==> config.mk <==
export PLATFORM = sky130hd
export DESIGN_NAME = calendar_date_normalizer_unit
export DESIGN_NICKNAME = d
export VERILOG_FILES = /design/src/rtl/cdn_pkg.sv /design/src/rtl/cdn_sub_unit.sv /design/src/rtl/calendar_date_normalizer_unit.sv
export SDC_FILE = /design/constraint.sdc
export NUM_CORES = 1
export LEC_CHECK = 0
export BUFFER_PORTS_ARGS = -buffer_cell sky130_fd_sc_hd__buf_2
export CORE_MARGIN = 2
export CORE_UTILIZATION = 65
export DETAILED_ROUTE_END_ITERATION = 10
export GPL_ROUTABILITY_DRIVEN = 0
export PLACE_DENSITY = 0.95
export SYNTH_ARGS = -nofsm -noshare
export SYNTH_HDL_FRONTEND = slang
export SYNTH_HIERARCHICAL = 1
export SYNTH_SLANG_ARGS = --single-unit
==> constraint.sdc <==
create_clock -name clk -period 10.08 [get_ports clk]
set_input_delay 2.016 -clock clk [delete_from_list [all_inputs] [get_ports clk]]
set_output_delay 2.016 -clock clk [all_outputs]
set_load 0.01 [all_outputs]
==> src/rtl/cdn_pkg.sv <==
`default_nettype none

package cdn_pkg;

    // Field widths
    localparam int YEAR_W  = 16;
    localparam int MONTH_W = 4;
    localparam int DAY_W   = 5;
    localparam int MIN_W   = 13;   // working month, holds abs of 13-bit input
    localparam int DIN_W   = 17;   // working day, holds abs of 17-bit input
    localparam int SUB_W   = 17;   // shared subtractor width

    // Calendar constants
    localparam logic [SUB_W-1:0] GREG_CYCLE     = 17'd400;
    localparam logic [8:0]       GREG_CYCLE_END = 9'd399;
    localparam logic [8:0]       CENTURY_1      = 9'd100;
    localparam logic [8:0]       CENTURY_2      = 9'd200;
    localparam logic [8:0]       CENTURY_3      = 9'd300;
    localparam logic [SUB_W-1:0] MONTHS_PER_YR  = 17'd12;
    localparam logic [MIN_W-1:0] MONTH_LAST     = 13'd12;
    localparam logic [YEAR_W-1:0] YEAR_MAX      = 16'hFFFF;

    // Result status codes
    typedef enum logic [1:0] {
        STATUS_OK     = 2'd0,
        STATUS_REJECT = 2'd1,
        STATUS_SAT    = 2'd2
    } status_t;

    // Shared subtractor result
    typedef struct packed {
        logic [SUB_W-1:0] diff;
        logic             ge;     // a >= b
        logic             gt;     // a >  b
    } sub_res_t;

    // Days in month m (1..12) for a leap or common year
    function automatic logic [DAY_W-1:0] month_len(input logic [MONTH_W-1:0] m,
                                                   input logic leap);
        logic [DAY_W-1:0] len;
        case (m)
            4'd2:                      len = leap ? 5'd29 : 5'd28;
            4'd4, 4'd6, 4'd9, 4'd11:   len = 5'd30;
            default:                   len = 5'd31;
        endcase
        return len;
    endfunction

endpackage

`default_nettype wire

==> src/rtl/cdn_sub_unit.sv <==
`default_nettype none

module cdn_sub_unit
    import cdn_pkg::*;
(
    input  wire logic [SUB_W-1:0] a,
    input  wire logic [SUB_W-1:0] b,
    output sub_res_t              res
);

    logic [SUB_W:0] wide_diff;

    // One subtract serves every reduce step of the sequencer and its year and day compares
    always_comb
    begin
        wide_diff = {1'b0, a} - {1'b0, b};
        res.diff  = wide_diff[SUB_W-1:0];
        res.ge    = ~wide_diff[SUB_W];
        res.gt    = ~wide_diff[SUB_W] && (wide_diff[SUB_W-1:0] != '0);
    end

endmodule

`default_nettype wire

==> src/rtl/calendar_date_normalizer_unit.sv <==
// Gregorian date normalizer.
// Input channel s_*: one transaction is a command. s_tuser[0] selects load (0) or
// add day count (1). A load stores |year|, |month|, |day| and normalizes them; an
// add adds a signed day count to the held day, takes the magnitude and normalizes.
// Output channel m_*: exactly one transaction per command carrying the held date
// and a status (ok, rejected zero month/day with the date kept, year saturated).
// After a command is accepted, the sequencer reduces the start year mod 400 (at
// most 163 reductions), then folds months into years and steps the day count
// over whole months; one shared subtractor reduces one month or one 400-year
// block per cycle. A rejected command skips these steps and goes straight to
// the final step.
// s_tready is high only while the sequencer is idle; one command is in flight.
// s_tready returns with m_tvalid. The result sits in an output register, so the
// next command is taken while it waits; if the receiver stalls, the following
// result waits in its final step until the output register frees.
// Reset sets the held date to year 1, month 1, day 1 and clears m_tvalid.
`default_nettype none

module calendar_date_normalizer_unit
    import cdn_pkg::*;
(
    input  wire logic        clk,
    input  wire logic        rst_n,
    input  wire logic        s_tvalid,
    output logic             s_tready,
    // [15:0] year_in, [28:16] month_in, [45:29] day_in, [62:46] day_delta, [63] zero
    input  wire logic [63:0] s_tdata,
    // [0] action
    input  wire logic [0:0]  s_tuser,
    output logic             m_tvalid,
    input  wire logic        m_tready,
    // [15:0] year_out, [19:16] month_out, [24:20] day_out, [26:25] status, [31:27] zero
    output logic [31:0]      m_tdata
);

    typedef enum logic [3:0] {
        ST_IDLE = 4'b0001,
        ST_MOD  = 4'b0010,
        ST_NORM = 4'b0100,
        ST_DONE = 4'b1000
    } state_t;

    state_t               state_reg, state_next;
    logic [YEAR_W-1:0]    cur_year_reg, cur_year_next;
    logic [MONTH_W-1:0]   cur_month_reg, cur_month_next;
    logic [DAY_W-1:0]     cur_day_reg, cur_day_next;
    logic [YEAR_W-1:0]    y_reg, y_next;
    logic [MIN_W-1:0]     m_reg, m_next;
    logic [DIN_W-1:0]     d_reg, d_next;
    logic [YEAR_W-1:0]    res_reg, res_next;
    logic                 sat_reg, sat_next;
    status_t              status_reg, status_next;
    logic                 m_tvalid_reg, m_tvalid_next;
    logic [31:0]          m_tdata_reg, m_tdata_next;

    logic [YEAR_W-1:0]    abs_year;
    logic [MIN_W-1:0]     abs_month;
    logic [DIN_W-1:0]     abs_day;
    logic [17:0]          add_sum;
    logic [17:0]          add_abs;
    logic                 s_fire;
    logic                 leap;
    logic                 fold;
    logic [DAY_W-1:0]     mlen;
    logic [SUB_W-1:0]     sub_a, sub_b;
    sub_res_t             sub_res;

    assign s_tready = (state_reg == ST_IDLE);
    assign s_fire   = s_tvalid && s_tready;
    assign m_tvalid = m_tvalid_reg;
    assign m_tdata  = m_tdata_reg;

    // Magnitudes of the command fields
    always_comb
    begin
        abs_year  = s_tdata[15] ? YEAR_W'(~s_tdata[15:0] + 16'd1) : s_tdata[15:0];
        abs_month = s_tdata[28] ? MIN_W'(~s_tdata[28:16] + 13'd1) : s_tdata[28:16];
        abs_day   = s_tdata[45] ? DIN_W'(~s_tdata[45:29] + 17'd1) : s_tdata[45:29];
        add_sum   = {13'd0, cur_day_reg} + {s_tdata[62], s_tdata[62:46]};
        add_abs   = add_sum[17] ? (~add_sum + 18'd1) : add_sum;
    end

    // Leap test from the year residue mod 400 (low bits give mod 4)
    always_comb
    begin
        leap = (res_reg[8:0] == 9'd0) ||
               ((res_reg[1:0] == 2'd0) && (res_reg[8:0] != CENTURY_1) &&
                (res_reg[8:0] != CENTURY_2) && (res_reg[8:0] != CENTURY_3));
        mlen = month_len(m_reg[MONTH_W-1:0], leap);
        fold = (m_reg > MONTH_LAST);
    end

    // Operand select for the shared subtractor
    always_comb
    begin
        if (state_reg == ST_MOD)
        begin
            sub_a = {1'b0, res_reg};
            sub_b = GREG_CYCLE;
        end
        else if (fold)
        begin
            sub_a = {4'd0, m_reg};
            sub_b = MONTHS_PER_YR;
        end
        else
        begin
            sub_a = d_reg;
            sub_b = {12'd0, mlen};
        end
    end

    cdn_sub_unit u_sub (
        .a   (sub_a),
        .b   (sub_b),
        .res (sub_res)
    );

    // Sequencer
    always_comb
    begin
        state_next     = state_reg;
        cur_year_next  = cur_year_reg;
        cur_month_next = cur_month_reg;
        cur_day_next   = cur_day_reg;
        y_next         = y_reg;
        m_next         = m_reg;
        d_next         = d_reg;
        res_next       = res_reg;
        sat_next       = sat_reg;
        status_next    = status_reg;
        m_tvalid_next  = m_tvalid_reg && !m_tready;
        m_tdata_next   = m_tdata_reg;

        case (state_reg)
            ST_IDLE:
            begin
                if (s_fire)
                begin
                    if (s_tuser[0] == 1'b0)
                    begin
                        y_next = abs_year;
                        m_next = abs_month;
                        d_next = abs_day;
                    end
                    else
                    begin
                        y_next = cur_year_reg;
                        m_next = {9'd0, cur_month_reg};
                        d_next = add_abs[DIN_W-1:0];
                    end
                    res_next = y_next;
                    sat_next = 1'b0;
                    if ((m_next == '0) || (d_next == '0))
                    begin
                        status_next = STATUS_REJECT;
                        state_next  = ST_DONE;
                    end
                    else
                    begin
                        state_next = ST_MOD;
                    end
                end
            end

            // Reduce the year mod 400, one block per cycle
            ST_MOD:
            begin
                if (sub_res.ge)
                    res_next = sub_res.diff[YEAR_W-1:0];
                else
                    state_next = ST_NORM;
            end

            // Fold months into years, then step days into months
            ST_NORM:
            begin
                if (fold)
                begin
                    m_next = sub_res.diff[MIN_W-1:0];
                    if (y_reg == YEAR_MAX)
                    begin
                        sat_next = 1'b1;
                    end
                    else
                    begin
                        y_next   = y_reg + 16'd1;
                        res_next = (res_reg[8:0] == GREG_CYCLE_END) ? '0
                                                                   : res_reg + 16'd1;
                    end
                end
                else if (sub_res.gt)
                begin
                    d_next = sub_res.diff[DIN_W-1:0];
                    m_next = m_reg + 13'd1;
                end
                else
                begin
                    cur_year_next  = y_reg;
                    cur_month_next = m_reg[MONTH_W-1:0];
                    cur_day_next   = d_reg[DAY_W-1:0];
                    status_next    = sat_reg ? STATUS_SAT : STATUS_OK;
                    state_next     = ST_DONE;
                end
            end

            // Hand the result to the output register once it is free
            ST_DONE:
            begin
                if (!m_tvalid_reg || m_tready)
                begin
                    m_tvalid_next = 1'b1;
                    m_tdata_next  = {5'd0, status_reg, cur_day_reg, cur_month_reg,
                                     cur_year_reg};
                    state_next    = ST_IDLE;
                end
            end

            default:
            begin
                state_next = ST_IDLE;
            end
        endcase
    end

    // Control and held date
    always_ff @(posedge clk or negedge rst_n)
    begin
        if (!rst_n)
        begin
            state_reg     <= ST_IDLE;
            cur_year_reg  <= 16'd1;
            cur_month_reg <= 4'd1;
            cur_day_reg   <= 5'd1;
            m_tvalid_reg  <= 1'b0;
        end
        else
        begin
            state_reg     <= state_next;
            cur_year_reg  <= cur_year_next;
            cur_month_reg <= cur_month_next;
            cur_day_reg   <= cur_day_next;
            m_tvalid_reg  <= m_tvalid_next;
        end
    end

    // Working registers and output payload
    always_ff @(posedge clk)
    begin
        y_reg       <= y_next;
        m_reg       <= m_next;
        d_reg       <= d_next;
        res_reg     <= res_next;
        sat_reg     <= sat_next;
        status_reg  <= status_next;
        m_tdata_reg <= m_tdata_next;
    end

`ifndef ASSERT_OFF
    // Held date is always a valid month and day
    a_date_valid: assert property (@(posedge clk) disable iff (!rst_n)
        (cur_month_reg >= 4'd1) && (cur_month_reg <= 4'd12) && (cur_day_reg != 5'd0))
        else $error("held date out of range");

    // Year residue is reduced before normalization runs
    a_res_reduced: assert property (@(posedge clk) disable iff (!rst_n)
        (state_reg == ST_NORM) |-> (res_reg < 16'd400))
        else $error("year residue not reduced");

    // A rejected command leaves the held date untouched
    a_reject_keeps: assert property (@(posedge clk) disable iff (!rst_n)
        (state_reg == ST_IDLE && state_next == ST_DONE) |=>
            ($stable(cur_year_reg) && $stable(cur_month_reg) && $stable(cur_day_reg)
             && status_reg == STATUS_REJECT))
        else $error("rejected command changed the date");

    // Output status code is never the unused encoding
    a_status_code: assert property (@(posedge clk) disable iff (!rst_n)
        m_tvalid_reg |-> (m_tdata_reg[26:25] != 2'd3))
        else $error("bad status code on output");
`endif

endmodule

`default_nettype wire

# After elaboration in Yosys (flattened, before gate mapping)
# Index checks and enable logic that the tools add are counted.
word_totals:
  regBits: 122
  in_bits: 69
  out_inout_bits: 34
op_classes:
  add_sub_neg: 9
  n_lt_le_gt_ge: 1
  eq_ne: 26
  muxes: 53
  bitwise: 7
  reduce_logical: 28
ops:
  columns: ["cell", "n"]
  rows:
  - ["$mux 17", 10]
  - ["$mux 16", 9]
  - ["$mux 13", 7]
  - ["$add 16x1->16 const B", 3]
  - ["$pmux 16 s3", 1]
  - ["$add 17x1->17 const B", 2]
  - ["$not 17->17", 2]
  - ["$pmux 17 s2", 1]
  - ["$pmux 16 s2", 1]
  - ["$add 13x1->13 const B", 2]
  - ["$pmux 13 s2", 1]
  - ["$mux 4", 6]
  - ["$add 6x17->18", 1]
  - ["$sub 17x9->18", 1]
  - ["$logic_not 17->1", 1]
  - ["$reduce_bool 17->1", 1]
  - ["$eq 16x16->1 const B", 1]
  - ["$ne 2x2->1 const B", 8]
  - ["$not 16->16", 1]
  - ["$pmux 4 s4", 1]
  - ["$reduce_and 5->1", 3]
  - ["$gt 13x4->1 const B", 1]
  - ["$logic_not 13->1", 1]
  - ["$not 13->13", 1]
  - ["other kinds (28)", 58]

# Depth between registers and ports, before layout
# Gate-level depths: netlist of the first run.
logic_depth:
  depth_word: 15
  depth_mapped: 23
  depth_no_buf: 21

# Modules after synthesis
# The synthesis of the first run kept the hierarchy.
modules_own_cells:
  columns: ["mod", "instances", "cells_per_inst", "area_each_um2"]
  rows:
  - ["calendar_date_normalizer_unit", 1, 917, 8424.3]
  - ["cdn_sub_unit", 1, 121, 842.1]

# Least setup slack after synthesis of the first run
# Ideal clock, no wire load.
synth_timing:
  kind: "register to register"
  startpoint: "register m_reg[11]"
  endpoint: "register m_reg[0] (enable)"
  setup_time_ns: 0.344
  arrival_ns: 6.038
  required_ns: 9.736
  path_slack_ns: 3.698
  path_stages_with_launch: 21
  period_less_slack_ns: 6.382
  path_cell_list: "edfxtp_1 > or4_1 > nor4_1 > clkbuf_1 > clkbuf_1 > o2111ai_1 > a31oi_1 > ha_1 > inv_1 > fa_1 > a21o_1 > a21oi_2 > xnor2_1 > or4_1 > or4_1 > or4_1 > nor4_2 > a31oi_1 > nor3_1 > clkbuf_1 > a21oi_1"
synth_lines:
  columns: ["item", "line", "rtl"]
  rows:
  - ["from (decl)", "calendar_date_normalizer_unit.sv:48", "logic [MIN_W-1:0] m_reg, m_next;"]
  - ["from (signal assigned)", "calendar_date_normalizer_unit.sv:251", "m_reg <= m_next;"]

==> results of run 1 <==
## final cells by class
type                            instances  share of cell area (%)
Inverter                               51                   1.829
Clock buffer                           18                   4.100
Sequential cell                       122                   33.62
Tap cell                              180                   2.152
Multi-Input combinational cell        820                   51.29
Timing Repair Buffer                  107                   5.380
Clock inverter                         14                   1.638
## final timing paths
kind                       cells past startpoint                     endpoint                         from
min reg2reg                                    0        m_tdata[26]$_DFFE_PP_  status_reg[1]$_SDFFCE_PN0P_
max                                           17          m_reg[12]$_DFFE_PP_     state_reg[3]$_DFFE_PN0P_
max in group asynchronous                      1   cur_day_reg[1]$_DFFE_PN0P_                        rst_n
max reg2reg                                   17          m_reg[12]$_DFFE_PP_     state_reg[3]$_DFFE_PN0P_
min in group asynchronous                      1  cur_year_reg[8]$_DFFE_PN0P_                        rst_n
min                                            0        m_tdata[26]$_DFFE_PP_  status_reg[1]$_SDFFCE_PN0P_
## worst max-delay path: stages (launching register included)
cell	delay, ps
dfrtp_1	390
or4b_2	840
inv_1	130
buf_4	480
o21ai_0	270
ha_1	400
nor2_1	110
a211oi_1	800
nor2_1	150
xnor2_1	270
or4_1	530
or4_1	460
nor4_2	190
a31oi_1	180
nor3_2	960
buf_4	420
a21oi_1	70
buf_4	230
## cell usage after synthesis (all sizes together), types with 18 or more instances
cell type and number:
clkbuf 43, dfrtp 26, and3 21, nand2 114, inv 51, ha 33
nor3 22, nor2 76, xnor2 42, a21oi 56, nand3 30, xor2 51
mux2 24, o211ai 18, edfxtp 92, o21ai 94
## metal layers
| metal | wire length (um) | vias to the layer above | track usage [%] | share of wire [%] |
|---|---|---|---|---|
| li1 | - | 3973 | - | - |
| met1 | 9644 | 4220 | 45.34 | 36 |
| met2 | 12760 | 767 | 58.86 | 47 |
| met3 | 3167 | 187 | 9.271 | 12 |
| met4 | 1426 | 0 | 18.25 | 5.3 |
| met5 | 0 | - | 0 | 0 |
## logic make-up after synthesis
logic type | Yosys count | share of synthesized area [%]
buffers and inverters | 110 | 4.888
flip-flops | 122 | 37.97
adder cells (fa/ha/maj) | 35 | 4.888
XOR/XNOR | 93 | 8.790
AO/OA/AOI/OAI | 289 | 20.55
multiplexers | 34 | 3.997
other | 1 | 0.04047
AND/OR/NAND/NOR | 354 | 18.88
## power by group
part | total [mW] | leakage, nW | internal (mW) | switching (mW)
Combinational | 0.802 | 2.65 | 0.265 | 0.537
Sequential | 0.771 | 1.22 | 0.676 | 0.0951
Clock | 0.627 | 0.288 | 0.389 | 0.237
Total | 2.20 | 4.15 | 1.33 | 0.870
## stage by stage
stage / instances / power, mW / hold slack, ps / worst slack (ps)
6_report: 1312 / 2.200 / 423.2 / 2903
3_5_place_dp: 1280 / 1.485 / 411.9 / 3270
4_1_cts: 1312 / 2.142 / 424.8 / 3169
5_1_grt: 1312 / 2.275 / 449.7 / 2792
2_1_floorplan: 1052 / 1.266 / 400.3 / 3698
3_3_place_gp: 1280 / 1.452 / 404.2 / 3357
==> impl_metrics.ini, run 1 <==
[grt]
antenna_found_initial = 0
grt_pass1_vias = 8438
overflow = 0
grt_max_degree = 70
grt_use_total_pct = 36.44
grt_pass1_wl_mm = 42.98

[drt]
drt-pass1-iter-count = 9
post_drt_via_cell_ratio = 6.972
postRouteAntennaNets = 0
vias = 9147
routed_wl_mm = 26.99
drc_errors = 0
avgRoutedWirePerCell_um = 20.57
first_iter_violations = 1541

[placed_design]
placed_area_mm2 = 0.009859
dpl.hpwl_mm = 17.15
io_buffer_count = 96

[clocking]
clk_latency_ps = 430
cts_setup_buffers = 0
clkTransAtPathRegs_ps = 50
ctsHoldBuffers = 0
cts_tree = built
clockRootBuffer = clkbuf_16
cts.repair.resized = 0
htreeDepth = 4
cts_buffers = 17
clockBufferDepth = 2
clkSinkCount = 122

[die]
die_x_um = 123.4
initial_utilization_pct = 66.76
dieArea_mm2 = 0.01523
io_pins = 103
rows = 43
die_h_um = 123.4
core_area_mm2 = 0.01388

[cells_and_area]
fill_cells = 871
finish.utilization_pct = 75.40
final_area_mm2 = 0.01047
largest_reg_flops = 27
drive_above_1_share_pct = 16.61
final_common_cell = nand2_1
multiInputGateArea_mm2 = 0.005368
nets = 1223
n_antenna_cell = 0
seqCellArea_mm2 = 0.003518
areaGrowthSynthToFinish_pct = 12.95
layout_common_cells = nand2_1 (114), buf_2 (96), edfxtp_1 (92)

[synthesis]
synth_top_cell_area_share_pct = 29.81
yosys.area.top_type = edfxtp_1
ys_types = 79
syn-cell-area_mm2 = 0.009266
seq_area_frac_synth_pct = 37.97
async_flop_share_pct = 24.59
ys_warn_count = 6
postSynthCellCount = 1038
ys.flop_type = edfxtp_1
synth_area_leaders = edfxtp_1 (30%), dfrtp_1 (7.0%), o21ai_0 (4.9%)
synth_edf_count = 92
synth-seq-cells = 122
synth.avg_cell_area_um2 = 8.927

[flow_run]
cap_violations = 0

[critical_path]
worst_setup_path_start_kind = flip-flop
cp.required_ps = 10250
arrival_ps = 7350
cp_max_fo = 57
timing.reg2reg.setup_slack_ps = 2900
worst_setup_path_end_kind = flip-flop
worstSetupPathType = flip-flop to flip-flop

[sta]
rsz0062_at_grt = false
finalSetupViolations = 0
worst_slew_pin_slew_ps = 1158
timing.slew.headroom_pct = 22.35
final.setup_skew_ps = 10.18
post-route-min-period_ps = 7177
setup_tns_ps = 0
fin_crit_sh_pct = 71.20
max_freq_mhz = 139.3
report.final.slew_viol_count = 0
final_hold_viol_count = 0

[power]
p_leak_nw = 4.154
peakVddDrop_mv = 0.1846
power_density_mw_per_mm2 = 210.2

[worst_hold_path]
hp-class = flip-flop to flip-flop

[status]
status = completed
(Power assumes the default switching activity.)
==> run 2: changes to the inputs <==
CORE_UTILIZATION = 60   (was 65)
PLACE_DENSITY = 0.9   (was 0.95)
clock period = 7 ns   (was 10.08 ns; I/O delays follow)
==> impl_metrics.ini, run 2 (synthesis gave the netlist of run 1 again) <==
[die]
io_pins = 103
dieArea_mm2 = 0.01645
rows = 45
die_h_um = 128.3
core_area_mm2 = 0.01515
die_x_um = 128.3
initial_utilization_pct = 61.18

[critical_path]
arrival_ps = 6410
worst_setup_path_start_kind = flip-flop
worstSetupPathType = flip-flop to flip-flop
cp_max_fo = 26
cp.required_ps = 7170
worst_setup_path_end_kind = flip-flop

[power]
p_comb_share_pct = 35.5
finalPower_mw = 3.013
switchingPower_mw = 1.140
p_leak_nw = 4.155
power_density_mw_per_mm2 = 288.5
clkPwrFrac_pct = 27.8
switching_share_pct = 37.85
peakVddDrop_mv = 0.2004
p_int_mw = 1.873
p_seq_share_pct = 36.7

[clocking]
htreeDepth = 4
cts_setup_buffers = 0
ctsHoldBuffers = 0
cts_buffers = 17
clockRootBuffer = clkbuf_16
cts_tree = built
clk_latency_ps = 430
cts.repair.resized = 0
clockBufferDepth = 2
clkTransAtPathRegs_ps = 50
clkSinkCount = 122

[cells_and_area]
fill_cells = 1109
n_antenna_cell = 0
largest_reg_flops = 27
nets = 1225
finish.utilization_pct = 68.96
final_common_cell = nand2_1
drive_above_1_share_pct = 16.58
areaGrowthSynthToFinish_pct = 12.72
layout_common_cells = nand2_1 (114), buf_2 (96), edfxtp_1 (92)

[grt]
overflow = 0
grt_max_degree = 69
grt_pass1_wl_mm = 38.31
grt_pass1_vias = 8020
antenna_found_initial = 0
grt_use_total_pct = 29.21

[sta]
post-route-min-period_ps = 6242
worst_slew_pin_slew_ps = 1027
setup_tns_ps = 0
finalSetupViolations = 0
report.final.slew_viol_count = 0
max_freq_mhz = 160.2
fin_crit_sh_pct = 89.17
fin_hold_ws_ps = 422.0
final_hold_viol_count = 0
timing.slew.headroom_pct = 31.48
final.setup_skew_ps = 8.847
rsz0062_at_grt = false

[drt]
vias = 8604
drc_errors = 0
post_drt_via_cell_ratio = 6.508
postRouteAntennaNets = 0
routed_wl_mm = 23.94
avgRoutedWirePerCell_um = 18.11
drt-pass1-iter-count = 6
first_iter_violations = 941

[placed_design]
io_buffer_count = 96
dpl.hpwl_mm = 17.18

[status]
status = completed

[worst_hold_path]
hp-class = flip-flop to flip-flop

[flow_run]
cap_violations = 0
run 2: power by group through the flow:
stage | combinational (mW) | clock (mW) | sequential, mW
final | 1.07 | 0.838 | 1.11
after global routing | 1.16 | 0.872 | 1.12
after CTS | 1.04 | 0.840 | 1.10
after detailed placement | 1.02 | 0 | 1.11
after global placement | 0.983 | 0 | 1.10
after floorplan | 0.769 | 0 | 1.05
run 2: per-stage QoR:
step | area, um^2 | cells | setup WS [ps]
4_1_cts | 10450 | 1322 | 894.8
5_1_grt | 10450 | 1322 | 527.1
3_5_place_dp | 9884 | 1290 | 1042
6_report | 10450 | 1322 | 758.3
2_1_floorplan | 9319 | 1052 | 618.0
3_3_place_gp | 9884 | 1290 | 1096
run 2: worst max-delay path: stages (launching register included):
cell      delay, ps
edfxtp_1        400
or4_1           570
nor4_2          290
buf_4           370
inv_1           230
a211oi_1        320
inv_1           140
fa_1            450
a21o_1          240
a21oi_2         180
xnor2_1         170
or4_1           570
or4_1           410
or4_1           470
nor4_2          170
a31oi_1         180
nor3_2          240
buf_4           270
a21oi_1          60
buf_4           230
run 2: final cells by class:
cell class                 instances  area (um^2)  share of cell area, %
multi-input combinational        820         5361                  51.33
clock inverter                    13        127.6                  1.222
clock buffer                      19        432.9                  4.145
sequential                       122         3518                  33.68
tap                              188        235.2                  2.252
timing repair buffer             109        578.1                  5.534
inverter                          51        191.4                  1.833
run 2: worst paths after layout:
kind	from	to	slack, ps	cells after the start
max	m_reg[11]$_DFFE_PP_	m_reg[11]$_DFFE_PP_	760	19
min in group asynchronous	rst_n	cur_year_reg[11]$_DFFE_PN0P_	1020	1
max reg2reg	m_reg[11]$_DFFE_PP_	m_reg[11]$_DFFE_PP_	760	19
min reg2reg	status_reg[1]$_SDFFCE_PN0P_	m_tdata[26]$_DFFE_PP_	420	0
max in group asynchronous	rst_n	cur_day_reg[4]$_DFFE_PN0P_	5510	1
min	status_reg[1]$_SDFFCE_PN0P_	m_tdata[26]$_DFFE_PP_	420	0
run 2: layer usage:
metal | vias to the layer above | share of wire, % | global-route usage, % | routed length (um)
li1 | 3969 | - | - | -
met1 | 4076 | 41 | 37.53 | 9715
met2 | 467 | 48 | 48.03 | 11500
met3 | 92 | 7.8 | 4.674 | 1865
met4 | 0 | 3.6 | 14.61 | 852
met5 | - | 0 | 0 | 0
